==> config.mk <==
export PLATFORM = sky130hd
export DESIGN_NAME = ps2_device_frame_transmitter
export DESIGN_NICKNAME = d
export VERILOG_FILES = /design/src/hdl/pdft_pkg.sv /design/src/hdl/pdft_front.sv /design/src/hdl/pdft_byte_fifo.sv /design/src/hdl/pdft_back.sv /design/src/hdl/ps2_device_frame_transmitter.sv
export SDC_FILE = /design/constraint.sdc
export NUM_CORES = 1
export LEC_CHECK = 0
export BUFFER_PORTS_ARGS = -buffer_cell sky130_fd_sc_hd__buf_2
export CELL_PAD_IN_SITES_DETAIL_PLACEMENT = 1
export CELL_PAD_IN_SITES_GLOBAL_PLACEMENT = 1
export CORE_ASPECT_RATIO = 1.2
export CORE_UTILIZATION = 49
export CTS_CLUSTER_SIZE = 14
export DETAILED_ROUTE_END_ITERATION = 10
export PLACE_DENSITY = 0.75
export SLEW_MARGIN = 20
export SYNTH_ARGS = -nofsm -noshare
export SYNTH_HDL_FRONTEND = slang
export SYNTH_SLANG_ARGS = --single-unit
==> constraint.sdc <==
create_clock -name clk_i -period 5 [get_ports clk_i]
set_clock_uncertainty 0.05 [all_clocks]
set_input_delay 0.25 -clock clk_i [delete_from_list [all_inputs] [get_ports clk_i]]
set_output_delay 0.25 -clock clk_i [all_outputs]
set_load 0.005 [all_outputs]
==> src/hdl/pdft_pkg.sv <==
package pdft_pkg;

  // input item opcodes
  typedef enum logic [0:0] {
    OP_PUSH = 1'b0,
    OP_TICK = 1'b1
  } op_e;

  // frame layout
  localparam logic [3:0]  FRAME_BITS       = 4'd11;
  localparam logic [3:0]  PARITY_IDX       = 4'd9;
  localparam logic [3:0]  STOP_IDX         = 4'd10;
  localparam logic [3:0]  DATA_BITS        = 4'd8;
  localparam logic [15:0] HALF_PERIOD_RST  = 16'd40;

  typedef struct packed {
    op_e        opcode;
    logic [7:0] byte_value;
  } pdft_in_t;

  typedef struct packed {
    logic clock_line;
    logic data_line;
    logic lines_driven;
    logic busy_res;
    logic dropped;
  } pdft_out_t;

  // decoded command from the front part
  typedef struct packed {
    logic       tick;
    logic       push;
    logic [7:0] scan;
  } pdft_cmd_t;

  // scan queue status
  typedef struct packed {
    logic empty;
    logic full;
  } pdft_qstat_t;

  // level of frame bit idx for a scan byte (start, data lsb first, odd parity, stop)
  function automatic logic frame_bit(input logic [7:0] scan, input logic [3:0] idx);
    logic res;
    res = 1'b0;
    priority if (idx == 4'd0) begin
      res = 1'b0;
    end else if (idx <= DATA_BITS) begin
      res = scan[3'(idx - 4'd1)];
    end else if (idx == PARITY_IDX) begin
      res = ~^scan;
    end else if (idx == STOP_IDX) begin
      res = 1'b1;
    end else begin
      res = 1'b1;
    end
    return res;
  endfunction

endpackage

==> src/hdl/pdft_front.sv <==
module pdft_front
  import pdft_pkg::*;
(
  input  logic      clk_i,
  input  logic      rst_ni,
  input  logic      in_valid_i,
  output logic      in_stall_o,
  input  pdft_in_t  in_data_i,
  output logic      cmd_valid_o,
  output pdft_cmd_t cmd_o,
  input  logic      cmd_ready_i
);

  pdft_cmd_t  slot_q [2];
  logic       wr_ptr_q, wr_ptr_d;
  logic       rd_ptr_q, rd_ptr_d;
  logic [1:0] cnt_q, cnt_d;
  logic       acc, take;
  pdft_cmd_t  dec;

  // decode the incoming item
  always_comb begin
    dec.tick = (in_data_i.opcode == OP_TICK);
    dec.push = (in_data_i.opcode == OP_PUSH);
    dec.scan = in_data_i.byte_value;
  end

  assign in_stall_o  = (cnt_q == 2'd2);
  assign acc         = in_valid_i && !in_stall_o;
  assign cmd_valid_o = (cnt_q != 2'd0);
  assign cmd_o       = slot_q[rd_ptr_q];
  assign take        = cmd_valid_o && cmd_ready_i;

  // pointer and fill update
  always_comb begin
    wr_ptr_d = acc  ? ~wr_ptr_q : wr_ptr_q;
    rd_ptr_d = take ? ~rd_ptr_q : rd_ptr_q;
    cnt_d    = cnt_q + {1'b0, acc} - {1'b0, take};
  end

  always_ff @(posedge clk_i or negedge rst_ni) begin
    if (!rst_ni) begin
      wr_ptr_q <= 1'b0;
      rd_ptr_q <= 1'b0;
      cnt_q    <= 2'd0;
    end else begin
      wr_ptr_q <= wr_ptr_d;
      rd_ptr_q <= rd_ptr_d;
      cnt_q    <= cnt_d;
    end
  end

  // item slots
  always_ff @(posedge clk_i) begin
    if (acc) begin
      slot_q[wr_ptr_q] <= dec;
    end
  end

endmodule

==> src/hdl/pdft_byte_fifo.sv <==
module pdft_byte_fifo
  import pdft_pkg::*;
#(
  parameter int unsigned FIFO_DEPTH = 16
) (
  input  logic        clk_i,
  input  logic        rst_ni,
  input  logic        push_i,
  input  logic [7:0]  wdata_i,
  input  logic        pop_i,
  output pdft_qstat_t stat_o,
  output logic [7:0]  rdata_o
);

  localparam int unsigned PtrW = (FIFO_DEPTH > 1) ? $clog2(FIFO_DEPTH) : 1;
  localparam int unsigned CntW = $clog2(FIFO_DEPTH + 1);

  logic [7:0]      mem [FIFO_DEPTH];
  logic [PtrW-1:0] head_q, head_d;
  logic [PtrW-1:0] tail_q, tail_d;
  logic [CntW-1:0] cnt_q, cnt_d;
  logic [7:0]      rdata_q;

  assign stat_o.empty = (cnt_q == '0);
  assign stat_o.full  = (cnt_q == CntW'(FIFO_DEPTH));
  assign rdata_o      = rdata_q;

  // pointer wrap and count
  always_comb begin
    head_d = head_q;
    tail_d = tail_q;
    if (pop_i) begin
      head_d = (head_q == PtrW'(FIFO_DEPTH - 1)) ? '0 : head_q + PtrW'(1);
    end
    if (push_i) begin
      tail_d = (tail_q == PtrW'(FIFO_DEPTH - 1)) ? '0 : tail_q + PtrW'(1);
    end
    cnt_d = cnt_q + CntW'(push_i) - CntW'(pop_i);
  end

  always_ff @(posedge clk_i or negedge rst_ni) begin
    if (!rst_ni) begin
      head_q <= '0;
      tail_q <= '0;
      cnt_q  <= '0;
    end else begin
      head_q <= head_d;
      tail_q <= tail_d;
      cnt_q  <= cnt_d;
    end
  end

  // storage write
  always_ff @(posedge clk_i) begin
    if (push_i) begin
      mem[tail_q] <= wdata_i;
    end
  end

  // registered read of the popped entry
  always_ff @(posedge clk_i) begin
    if (pop_i) begin
      rdata_q <= mem[head_q];
    end
  end

endmodule

==> src/hdl/pdft_back.sv <==
module pdft_back
  import pdft_pkg::*;
#(
  parameter int unsigned FIFO_DEPTH = 16
) (
  input  logic        clk_i,
  input  logic        rst_ni,
  input  logic        cmd_valid_i,
  input  pdft_cmd_t   cmd_i,
  output logic        cmd_ready_o,
  input  logic        cfg_we_i,
  input  logic [15:0] cfg_data_i,
  output logic        out_valid_o,
  input  logic        out_stall_i,
  output pdft_out_t   out_data_o
);

  logic [15:0] period_q;
  logic        sending_q, sending_d;
  logic        phase_high_q, phase_high_d;
  logic [3:0]  bit_idx_q, bit_idx_d;
  logic [15:0] half_cnt_q, half_cnt_d;
  logic        clk_lvl_q, clk_lvl_d;
  logic        dat_lvl_q, dat_lvl_d;
  logic        out_valid_q;
  pdft_out_t   out_data_q, res;

  logic        go, push, pop, drove;
  logic [15:0] cnt_dec;
  logic        ph;
  logic [3:0]  bi, bi_inc;
  pdft_qstat_t qstat;
  logic [7:0]  scan;

  pdft_byte_fifo #(
    .FIFO_DEPTH(FIFO_DEPTH)
  ) u_fifo (
    .clk_i  (clk_i),
    .rst_ni (rst_ni),
    .push_i (push),
    .wdata_i(cmd_i.scan),
    .pop_i  (pop),
    .stat_o (qstat),
    .rdata_o(scan)
  );

  // output register frees up or is taken this cycle
  assign cmd_ready_o = !out_valid_q || !out_stall_i;
  assign go          = cmd_valid_i && cmd_ready_o;
  assign push        = go && cmd_i.push && !qstat.full;
  assign pop         = go && cmd_i.tick && !sending_q && !qstat.empty;
  assign out_valid_o = out_valid_q;
  assign out_data_o  = out_data_q;

  // line sequencer for one tick
  always_comb begin
    sending_d    = sending_q;
    phase_high_d = phase_high_q;
    bit_idx_d    = bit_idx_q;
    half_cnt_d   = half_cnt_q;
    clk_lvl_d    = clk_lvl_q;
    dat_lvl_d    = dat_lvl_q;
    drove        = 1'b0;
    ph           = pop ? 1'b1 : phase_high_q;
    bi           = pop ? 4'd0 : bit_idx_q;
    bi_inc       = bi + 4'd1;
    cnt_dec      = (pop ? period_q : half_cnt_q) - 16'd1;
    if (cmd_i.tick && (sending_q || pop)) begin
      sending_d    = 1'b1;
      phase_high_d = ph;
      bit_idx_d    = bi;
      half_cnt_d   = cnt_dec;
      if (cnt_dec == 16'd0) begin
        half_cnt_d = period_q;
        drove      = 1'b1;
        if (ph) begin
          phase_high_d = 1'b0;
          clk_lvl_d    = 1'b1;
          if (bi == 4'd0) begin
            dat_lvl_d = 1'b0;
            bit_idx_d = 4'd1;
          end else begin
            bit_idx_d = bi_inc;
            if (bi_inc >= FRAME_BITS) begin
              sending_d    = 1'b0;
              phase_high_d = 1'b1;
              dat_lvl_d    = 1'b1;
            end
          end
        end else begin
          // low half: put the next frame bit on data
          phase_high_d = 1'b1;
          dat_lvl_d    = frame_bit(scan, bi);
          clk_lvl_d    = 1'b0;
        end
      end
    end
    res.clock_line   = clk_lvl_d;
    res.data_line    = dat_lvl_d;
    res.lines_driven = drove;
    res.busy_res     = sending_d;
    res.dropped      = cmd_i.push && qstat.full;
  end

  // config register
  always_ff @(posedge clk_i or negedge rst_ni) begin
    if (!rst_ni) begin
      period_q <= HALF_PERIOD_RST;
    end else if (cfg_we_i) begin
      period_q <= cfg_data_i;
    end
  end

  // sequencer state
  always_ff @(posedge clk_i or negedge rst_ni) begin
    if (!rst_ni) begin
      sending_q    <= 1'b0;
      phase_high_q <= 1'b1;
      bit_idx_q    <= 4'd0;
      half_cnt_q   <= 16'd0;
      clk_lvl_q    <= 1'b1;
      dat_lvl_q    <= 1'b1;
    end else if (go) begin
      sending_q    <= sending_d;
      phase_high_q <= phase_high_d;
      bit_idx_q    <= bit_idx_d;
      half_cnt_q   <= half_cnt_d;
      clk_lvl_q    <= clk_lvl_d;
      dat_lvl_q    <= dat_lvl_d;
    end
  end

  // result register
  always_ff @(posedge clk_i or negedge rst_ni) begin
    if (!rst_ni) begin
      out_valid_q <= 1'b0;
    end else if (cmd_ready_o) begin
      out_valid_q <= cmd_valid_i;
    end
  end

  always_ff @(posedge clk_i) begin
    if (go) begin
      out_data_q <= res;
    end
  end

endmodule

==> src/hdl/ps2_device_frame_transmitter.sv <==
// channel | dir | handshake              | payload
// in      | in  | in_valid_i / in_stall_o   | in_data_i  (pdft_in_t: opcode, byte_value)
// out     | out | out_valid_o / out_stall_i | out_data_o (pdft_out_t: line levels, flags)
// cfg     | in  | cfg_valid_i / cfg_ready_o | cfg_data_i (half_period, 16 bits)
//
// one result per item; an item enters every cycle unless input stalls, and its result
// goes via the item queue to the output register, set by one tick/push sequencer step.
// a two-slot item queue in front lets input keep flowing while a result is held.
// reset is asynchronous, active low; no clearing pass, the scan queue needs none.
// input stalls only when both queue slots are full behind a stalled output.
module ps2_device_frame_transmitter
  import pdft_pkg::*;
#(
  parameter int unsigned FIFO_DEPTH = 16
) (
  input  logic        clk_i,
  input  logic        rst_ni,
  input  logic        in_valid_i,
  output logic        in_stall_o,
  input  pdft_in_t    in_data_i,
  output logic        out_valid_o,
  input  logic        out_stall_i,
  output pdft_out_t   out_data_o,
  input  logic        cfg_valid_i,
  output logic        cfg_ready_o,
  input  logic [15:0] cfg_data_i
);

  logic      cmd_valid, cmd_ready;
  pdft_cmd_t cmd;

  assign cfg_ready_o = 1'b1;

  // front: item queue and decode
  pdft_front u_front (
    .clk_i      (clk_i),
    .rst_ni     (rst_ni),
    .in_valid_i (in_valid_i),
    .in_stall_o (in_stall_o),
    .in_data_i  (in_data_i),
    .cmd_valid_o(cmd_valid),
    .cmd_o      (cmd),
    .cmd_ready_i(cmd_ready)
  );

  // back: scan queue, line sequencer, result register
  pdft_back #(
    .FIFO_DEPTH(FIFO_DEPTH)
  ) u_back (
    .clk_i      (clk_i),
    .rst_ni     (rst_ni),
    .cmd_valid_i(cmd_valid),
    .cmd_i      (cmd),
    .cmd_ready_o(cmd_ready),
    .cfg_we_i   (cfg_valid_i && cfg_ready_o),
    .cfg_data_i (cfg_data_i),
    .out_valid_o(out_valid_o),
    .out_stall_i(out_stall_i),
    .out_data_o (out_data_o)
  );

`ifndef NO_ASSERTIONS
  // a dropped push result never reports driven lines
  a_drop_no_drive: assert property (@(posedge clk_i) disable iff (!rst_ni)
    out_valid_o |-> !(out_data_o.dropped && out_data_o.lines_driven))
    else $error("dropped and lines_driven both set");

  // when no frame is in progress both lines idle high
  a_idle_high: assert property (@(posedge clk_i) disable iff (!rst_ni)
    (out_valid_o && !out_data_o.busy_res) |-> (out_data_o.clock_line && out_data_o.data_line))
    else $error("lines not high while idle");

  // the item queue only fills up behind a held result
  a_stall_cause: assert property (@(posedge clk_i) disable iff (!rst_ni)
    in_stall_o |-> out_valid_o)
    else $error("input stalled with empty output register");
`endif

endmodule

==> impl_metrics.sql, run 1 <==
INSERT INTO impl_metrics (metric_group, metric, value, unit) VALUES
('timing', 'setup_tns', '0', 'ns'),
('finish', 'layout-drive-gt1-share', '21.4', '%'),
('synthesis', 'synthMostInstantiatedCell', 'sky130_fd_sc_hd__edfxtp_1', ''),
('timing', 'hold-worst-slack', '0.0342', 'ns'),
('worst_setup_path', 'crit_path_largest_cell_delay', '0.65', 'ns'),
('clocking', 'clock_tree.htree_level_count', '1', ''),
('run_status', 'status', 'finished, final reports clean', ''),
('synthesis', 'post_syn_area', '10300', 'um2'),
('detailed_routing', 'detail_route.wl_per_cell', '23.3', 'um'),
('timing', 'layout_min_cycle_time', '4.65', 'ns'),
('timing', 'timing.slew.headroom', '35.9', '%'),
('detailed_routing', 'detail_route.wirelength', '25100', 'um'),
('global_route', 'first_global_vias', '7157', ''),
('synthesis', 'syn_avg_cell_area', '14.0', 'um2'),
('finish', 'finalCoreUtilization', '57.4', '%'),
('clocking', 'number_of_buffers_created_by_cts', '23', ''),
('floorplanning', 'die-height', '161', 'um'),
('worst_setup_path', 'end_kind', 'flip-flop', ''),
('detailed_routing', 'via_count', '6479', ''),
('placed_design', 'globalplace.congestion', '0.844', ''),
('detailed_routing', 'post-route-drc-count', '0', ''),
('floorplanning', 'ioPinCount', '38', ''),
('detailed_routing', 'drt-pass1-iter-count', '5', ''),
('worst_setup_path', 'reg_to_reg_start', 'u_front.rd_ptr_q', ''),
('finish', 'flow.area_growth_from_synthesis', '13.6', '%'),
('finish', 'antennaDiodeCount', '0', ''),
('timing', 'rsz0062_at_grt', 'no', ''),
('worst_setup_path', 'crit_path_start', 'u_front.rd_ptr_q', ''),
('worst_setup_path', 'worst_ep_required_time', '5.35', 'ns'),
('global_route', 'grt-ovfl-total', '0', ''),
('synthesis', 'synth_flop_cell', 'sky130_fd_sc_hd__edfxtp_1', ''),
('clocking', 'tritoncts', 'yes', ''),
('worst_setup_path', 'critical_path.most_common_cell', 'sky130_fd_sc_hd__or3_1', ''),
('timing', 'finalCritPeriodShare', '93.1', '%'),
('synthesis', 'yosysWarnings', '0', ''),
('finish', 'final_net_count', '844', ''),
('synthesis', 'fraction_of_synthesized_cell_area_taken_by_the_top_area_cell_type', '46.8', '%'),
('worst_setup_path', 'path_max_fanout', '14', ''),
('synthesis', 'edff_count_synth', '161', ''),
('worst_setup_path', 'worst-path-buf-inv', '1', ''),
('synthesis', 'post_synth_inst_count', '738', ''),
('placed_design', 'hpwl', '16800', 'um'),
('clocking', 'clk_pin_slew_worst_paths', '0.07', 'ns'),
('floorplanning', 'rows', '57', ''),
('timing', 'report.final.setup_viol', '0', ''),
('detailed_routing', 'initialDrtViolationCount', '369', ''),
('worst_setup_path', 'critPathSlowestCell', 'sky130_fd_sc_hd__dfrtp_1', ''),
('power', 'leakagePower', '4.15', 'nW'),
('clocking', 'clock_sinks', '219', ''),
('worst_setup_path', 'timing.critical_path.cells', 'mux2i_2 > or4_1 > mux2i_1 > ha_1 > xor2_1 > or3_1 > a222oi_1 > nand4_2 > a2111oi_4 > buf_4 > o31ai_1 > or3_1', ''),
('hold_path', 'hold_path.startpoint', 'in_valid_i', ''),
('global_route', 'grt_start_max_net_pins', '59', ''),
('floorplanning', 'coreArea', '20500', 'um2'),
('timing', 'worst_slew_pin_slew', '0.959', 'ns'),
('global_route', 'first_pass_grt_wire_length', '39800', 'um'),
('floorplanning', 'die_area', '21700', 'um2'),
('run', 'drv_cap', '0', ''),
('timing', 'maxClockFrequency', '215', 'MHz'),
('detailed_routing', 'via_per_inst', '6.03', ''),
('synthesis', 'yosys-top-cells-area', 'sky130_fd_sc_hd__edfxtp_1 47%, sky130_fd_sc_hd__dfrtp_1 13%, sky130_fd_sc_hd__mux4_2 9.1%', ''),
('worst_setup_path', 'delay_heaviest_family_cp', 'simple AND/OR/NAND/NOR gates', ''),
('detailed_routing', 'drt.antenna.violating_nets', '0', ''),
('synthesis', 'asyncSetResetFlopFracSynth', '26.5', '%'),
('synthesis', 'yosysSeqAreaShare', '60.9', '%'),
('power', 'cellPowerDensity', '505', 'nW/um2'),
('power', 'ir_worst_vdd', '0.371', 'mV'),
('worst_setup_path', 'path_class', 'flip-flop to flip-flop', ''),
('timing', 'finalWorstSetupSlack', '0.347', 'ns'),
('clocking', 'cts-resized-gates', '0', ''),
('global_route', 'grt_antenna_before_repair', '0', ''),
('synthesis', 'total_nets_after_synthesis', '788', '');
[placed cells by master (no fill, tap or decap), types with 29 or more instances in the layout]
| cell type | n |
|---|---|
| sky130_fd_sc_hd__edfxtp_1 | 161 |
| sky130_fd_sc_hd__dfrtp_1 | 51 |
| sky130_fd_sc_hd__nand2_1 | 48 |
| sky130_fd_sc_hd__nor2_1 | 45 |
| sky130_fd_sc_hd__mux4_2 | 42 |
| sky130_fd_sc_hd__buf_2 | 36 |
| sky130_fd_sc_hd__o21ai_0 | 31 |
| sky130_fd_sc_hd__a21oi_1 | 30 |
| sky130_fd_sc_hd__inv_1 | 29 |
[logic make-up after synthesis]
| kind of cell | after synthesis | synth area share (%) |
|---|---|---|
| AO/OA/AOI/OAI | 121 | 8.08 |
| XOR/XNOR | 33 | 2.80 |
| adder cells (fa/ha/maj) | 20 | 2.49 |
| buffers and inverters | 75 | 3.18 |
| flip-flops | 219 | 60.9 |
| multiplexers | 80 | 13.2 |
| other | 1 | 0.0363 |
| AND/OR/NAND/NOR | 189 | 9.38 |
[worst register-to-register path, cell delays in order (launching register included)]
cell and delay [ns]:
sky130_fd_sc_hd__dfrtp_1 0.65, sky130_fd_sc_hd__mux2i_2 0.22, sky130_fd_sc_hd__or4_1 0.64, sky130_fd_sc_hd__mux2i_1 0.29
sky130_fd_sc_hd__ha_1 0.56, sky130_fd_sc_hd__xor2_1 0.12, sky130_fd_sc_hd__or3_1 0.34, sky130_fd_sc_hd__a222oi_1 0.43
sky130_fd_sc_hd__nand4_2 0.23, sky130_fd_sc_hd__a2111oi_4 0.36, sky130_fd_sc_hd__buf_4 0.22, sky130_fd_sc_hd__o31ai_1 0.07
sky130_fd_sc_hd__or3_1 0.37
[metrics by stage]
step	cells	power [mW]	cell area, um2
finish	1074	5.93	11700
global route	1074	6.22	11700
CTS	1072	5.98	11700
detailed placement	1005	4.29	10700
global placement	1005	4.16	10700
floorplan	738	3.75	10300
[final timing paths]
| check | cells after the start | slack, ns | end |
|---|---|---|---|
| hold reg to reg | 1 | 0.45 | u_front.wr_ptr_q |
| setup reg to reg | 12 | 0.35 | u_back.half_cnt_q[0] |
| hold / removal | 3 | 0.03 | u_front.wr_ptr_q |
| max in group asynchronous | 3 | 3.96 | u_back.u_fifo.head_q[0] |
| min in group asynchronous | 3 | 0.39 | u_back.bit_idx_q[2] |
| setup / recovery | 12 | 0.35 | u_back.half_cnt_q[0] |
[power by group]
| part | total, mW | switching [mW] | internal [mW] | leakage (nW) |
|---|---|---|---|---|
| clock network | 1.64 | 0.696 | 0.948 | 0.338 |
| registers | 2.64 | 0.278 | 2.37 | 2.15 |
| logic | 1.64 | 0.993 | 0.648 | 1.66 |
[routing by layer]
metal	share of wire [%]	GRT usage, %	up-vias
li1	-	-	2932
met1	39	28.1	3328
met2	55	45.6	170
met3	3.7	3.42	49
met4	2.5	8.48	0
met5	0	0	-
[area by class of cell]
class | count | area (um2) | area share [%]
multi-input cells | 444 | 3740 | 31.8
clock buffers | 28 | 594 | 5.06
well taps | 265 | 332 | 2.82
flip-flops and latches | 219 | 6290 | 53.6
repair buffers | 76 | 548 | 4.67
inverters | 30 | 118 | 1.00
clock inverters | 12 | 116 | 0.991
[sequential cells by signal, indices dropped and copies added (netlist names)]
signal / count
u_back.dat_lvl_q: 1
u_back.out_valid_o: 1
u_back.out_data_o: 5
u_back.u_fifo.tail_q: 4
u_back.sending_q: 1
u_front.rd_ptr_q: 1
u_front.cnt_q: 2
u_back.phase_high_q: 1
u_back.clk_lvl_q: 1
u_back.u_fifo.head_q: 4
u_front.wr_ptr_q: 1
u_back.u_fifo.rdata_o: 8
u_back.bit_idx_q: 4
u_back.u_fifo.mem: 128
u_back.half_cnt_q: 16
u_back.period_q: 16
u_back.u_fifo.cnt_q: 5
u_front.slot_q: 20
[timing repair]
| item | in CTS | in global routing |
|---|---|---|
| setup endpoints to repair | 0 | 9 |
| hold endpoints to repair | 90 | 0 |
| hold buffers | 27 | 0 |
| buffers inserted | 0 | 2 |
Note: power is estimated with default switching activity, not from simulation.
==> run 2, diff against run 1 <==
ABC_AREA = 1   (was unset)
PLACE_DENSITY = 0.79   (was 0.75)
==> run 2 against run 1 <==
  * Count of clock-buffer cells in the layout down 1
  * Setup slack better by 0.83 ns
  * Critical path type unchanged
  * First-iteration DRC count up 40%
  * Synthesized cell count up 41%
  * Sequential power up 3%
==> impl_metrics.sql, run 2 <==
INSERT INTO impl_metrics (metric_group, metric, value, unit) VALUES
('run_status', 'status', 'finished, final reports clean', ''),
('floorplanning', 'die-height', '161', 'um'),
('power', 'ir_worst_vdd', '0.328', 'mV'),
('clocking', 'clock_sinks', '219', ''),
('worst_setup_path', 'worst_ep_required_time', '5.34', 'ns'),
('floorplanning', 'rows', '57', ''),
('detailed_routing', 'post-route-drc-count', '0', ''),
('finish', 'reg.largest.list', 'u_back.u_fifo.mem: 128 flops, u_front.slot_q: 20 flops', ''),
('detailed_routing', 'via_count', '7679', ''),
('timing', 'report.final.hold_viol_count', '0', ''),
('detailed_routing', 'initialDrtViolationCount', '517', ''),
('clocking', 'cts_root_buf', 'sky130_fd_sc_hd__clkbuf_16', ''),
('synthesis', 'asyncSetResetFlopFracSynth', '26.5', '%'),
('clocking', 'clock_tree.htree_level_count', '1', ''),
('finish', 'antennaDiodeCount', '0', ''),
('global_route', 'groute.usage.overall', '26.3', '%'),
('detailed_routing', 'detail_route.wl_per_cell', '20.2', 'um'),
('timing', 'worst_slew_pin_slew', '1.07', 'ns'),
('floorplanning', 'coreArea', '20400', 'um2'),
('synthesis', 'synthXorXnorAreaFrac', '1.53', '%'),
('clocking', 'clockBufferDepth', '3', ''),
('worst_setup_path', 'setup.worst_path.start_class', 'flip-flop', ''),
('placed_design', 'port-buffer-count', '36', ''),
('worst_setup_path', 'path_max_fanout', '31', ''),
('power', 'cellPowerDensity', '637', 'nW/um2'),
('placed_design', 'hpwl', '17800', 'um'),
('synthesis', 'synth_flop_cell', 'sky130_fd_sc_hd__edfxtp_1', ''),
('worst_setup_path', 'path_class', 'flip-flop to flip-flop', ''),
('detailed_routing', 'detail_route.wirelength', '27700', 'um'),
('worst_setup_path', 'end_kind', 'flip-flop', ''),
('synthesis', 'yosysSeqAreaShare', '61.2', '%'),
('global_route', 'first_pass_grt_wire_length', '43700', 'um'),
('synthesis', 'post_synth_fa_ha_maj_area_fraction', '2.50', '%'),
('synthesis', 'synth_common_cells', '245 x sky130_fd_sc_hd__nand2_1, 161 x sky130_fd_sc_hd__edfxtp_1, 139 x sky130_fd_sc_hd__nor2_1, 97 x sky130_fd_sc_hd__o21ai_0, 86 x sky130_fd_sc_hd__inv_1', ''),
('placed_design', 'dp_cells', '1303', ''),
('floorplanning', 'die_area', '21600', 'um2'),
('synthesis', 'synth_mux_area_share', '0.438', '%'),
('synthesis', 'synth_simple_gate_area_share', '19.6', '%'),
('timing', 'maxClockFrequency', '261', 'MHz'),
('timing', 'number_of_max_slew_violations_in_the_final_report', '0', ''),
('clocking', 'worstSkewPairLatency', '0.54', 'ns'),
('timing', 'finalCritPeriodShare', '76.5', '%'),
('synthesis', 'synthMostInstantiatedCell', 'sky130_fd_sc_hd__nand2_1', ''),
('synthesis', 'yosys-top-cells-area', 'sky130_fd_sc_hd__edfxtp_1 47%, sky130_fd_sc_hd__dfrtp_1 13%, sky130_fd_sc_hd__nand2_1 8.9%', ''),
('hold_path', 'timing.hold.worst_path_depth', '3', ''),
('global_route', 'grt_start_max_net_pins', '68', ''),
('hold_path', 'class_of_the_most_critical_hold_timing_path', 'primary input to flip-flop', ''),
('synthesis', 'synth_top_family_by_area', 'simple AND/OR/NAND/NOR gates', ''),
('clocking', 'cts-resized-gates', '0', ''),
('power', 'leakagePower', '4.77', 'nW'),
('clocking', 'cts_setup_buffers', '0', ''),
('finish', 'max_reg_flops', '128', ''),
('finish', 'final_net_count', '1140', ''),
('clocking', 'cts.hold.buffers_added', '26', ''),
('synthesis', 'synth.largest_area_cell', 'sky130_fd_sc_hd__edfxtp_1', ''),
('finish', 'mostFrequentLayoutCells', '245 x sky130_fd_sc_hd__nand2_1, 161 x sky130_fd_sc_hd__edfxtp_1, 139 x sky130_fd_sc_hd__nor2_1, 97 x sky130_fd_sc_hd__o21ai_0, 85 x sky130_fd_sc_hd__inv_1', ''),
('timing', 'timing.slew.headroom', '28.8', '%'),
('synthesis', 'post_syn_area', '10300', 'um2'),
('placed_design', 'globalplace.congestion', '0.839', ''),
('floorplanning', 'initial_core_util', '50.4', '%'),
('timing', 'layout_min_cycle_time', '3.83', 'ns'),
('run', 'drv_cap', '0', ''),
('clocking', 'clk_pin_slew_worst_paths', '0.06', 'ns'),
('synthesis', 'fraction_of_synthesized_cell_area_taken_by_the_top_area_cell_type', '47.0', '%'),
('timing', 'rsz0062_at_grt', 'no', ''),
('worst_setup_path', 'ff2ff_path_depth', '17', ''),
('global_route', 'grt-ovfl-total', '0', ''),
('synthesis', 'total_nets_after_synthesis', '1089', ''),
('clocking', 'number_of_buffers_created_by_cts', '24', ''),
('synthesis', 'syn_avg_cell_area', '9.90', 'um2'),
('finish', 'layout-drive-gt1-share', '9.48', '%'),
('timing', 'setup_tns', '0', 'ns'),
('global_route', 'first_global_vias', '8245', ''),
('synthesis', 'edff_count_synth', '161', ''),
('floorplanning', 'ioPinCount', '38', ''),
('synthesis', 'post_synth_inst_count', '1039', ''),
('detailed_routing', 'drt.antenna.violating_nets', '0', ''),
('detailed_routing', 'via_per_inst', '5.59', ''),
('finish', 'max_flop_register', 'u_back.u_fifo.mem', ''),
('synthesis', 'yosysWarnings', '0', ''),
('finish', 'flow.area_growth_from_synthesis', '13.6', '%'),
('global_route', 'grt_antenna_before_repair', '0', ''),
('floorplanning', 'die_w', '134', 'um'),
('detailed_routing', 'drt-pass1-iter-count', '5', ''),
('synthesis', 'synth-compound-area-share', '9.48', '%'),
('finish', 'final-instance-count-excl-fill', '1373', ''),
('worst_setup_path', 'arrival', '4.16', 'ns'),
('synthesis', 'postSynthRegisterBits', '219', ''),
('power', 'finalPower', '7.45', 'mW'),
('timing', 'report.final.setup_viol', '0', ''),
('finish', 'layout.cells.most_common', 'sky130_fd_sc_hd__nand2_1', ''),
('clocking', 'tritoncts', 'yes', ''),
('synthesis', 'yosys.cell_types.count', '38', '');
==> run 2: cell count changes after synthesis, moves of 24 or more <==
cell / change
sky130_fd_sc_hd__mux4_2: -42
sky130_fd_sc_hd__nor2_1: +94
sky130_fd_sc_hd__o21ai_0: +65
sky130_fd_sc_hd__nand3_1: +29
sky130_fd_sc_hd__inv_1: +57
sky130_fd_sc_hd__o221ai_1: +24
sky130_fd_sc_hd__nand2_1: +197
==> run 2: power by group <==
part / leakage (nW) / total, mW / internal [mW] / switching (mW)
Combinational: 2.24 / 3.00 / 0.839 / 2.16
Clock: 0.366 / 1.73 / 0.999 / 0.733
Sequential: 2.17 / 2.72 / 2.49 / 0.226
==> run 2: metrics by stage <==
| step | util [%] | hold WS [ns] | setup WS [ns] | cell area [um2] |
|---|---|---|---|---|
| 6_report | 57.3 | 0.000184 | 1.17 | 11700 |
| 5_1_grt | 57.3 | 0.0240 | 0.806 | 11700 |
| 4_1_cts | 57.3 | 0.00619 | 1.18 | 11700 |
| 3_5_place_dp | 52.3 | 0.392 | 1.20 | 10700 |
| 3_3_place_gp | 52.3 | 0.390 | 1.43 | 10700 |
| 2_1_floorplan | - | -0.0956 | 2.12 | 10300 |
==> run 2: cell families after synthesis <==
| logic type | count (synthesis) |
|---|---|
| multiplexers | 4 |
| XOR/XNOR | 18 |
| buffers and inverters | 135 |
| AO/OA/AOI/OAI | 167 |
| AND/OR/NAND/NOR | 475 |
| flip-flops | 219 |
| adder cells (fa/ha/maj) | 20 |
| other | 1 |
==> run 2: path summary, 6_finish.rpt <==
check                                  from                      end  slack (ns)
max                        u_front.rd_ptr_q     u_back.half_cnt_q[7]        1.17
min                          cfg_data_i[10]      u_back.period_q[10]      0.0002
max reg2reg                u_front.rd_ptr_q     u_back.half_cnt_q[7]        1.17
min reg2reg                u_back.clk_lvl_q         u_back.clk_lvl_q        0.43
max in group asynchronous            rst_ni  u_back.u_fifo.head_q[0]        3.96
min in group asynchronous            rst_ni      u_back.period_q[13]        0.38
==> run 2: final cells by class <==
type | count | area [um2]
clock buffers | 27 | 622
clock inverters | 17 | 151
fillers | 2262 | 8700
inverters | 89 | 334
multi-input cells | 685 | 3450
flip-flops and latches | 219 | 6290
well taps | 265 | 332
repair buffers | 71 | 508
==> run 2: metal layers <==
| metal | track usage, % | wire length [um] | vias to the layer above |
|---|---|---|---|
| met5 | 0 | 0 | - |
| met4 | 9.96 | 894 | 0 |
| met3 | 3.22 | 957 | 55 |
| met2 | 47.9 | 14500 | 157 |
| met1 | 31.5 | 11300 | 3821 |
| li1 | - | - | 3646 |
==> run 2: worst max-delay path, stage by stage, from the launching register on <==
cell and delay (ns):
sky130_fd_sc_hd__dfrtp_1 0.57, sky130_fd_sc_hd__inv_2 0.18, sky130_fd_sc_hd__nand2_2 0.12, sky130_fd_sc_hd__nand2_4 0.07, sky130_fd_sc_hd__nor2_8 0.11, sky130_fd_sc_hd__nand3_4 0.31
sky130_fd_sc_hd__o21ai_2 0.28, sky130_fd_sc_hd__ha_1 0.27, sky130_fd_sc_hd__nand3_2 0.16, sky130_fd_sc_hd__o21ai_0 0.18, sky130_fd_sc_hd__nand2_1 0.08, sky130_fd_sc_hd__nor2_1 0.14
sky130_fd_sc_hd__nand2_1 0.13, sky130_fd_sc_hd__nor2_1 0.11, sky130_fd_sc_hd__nand3_1 0.35, sky130_fd_sc_hd__buf_4 0.31, sky130_fd_sc_hd__nor2_1 0.12, sky130_fd_sc_hd__o21ai_1 0.09
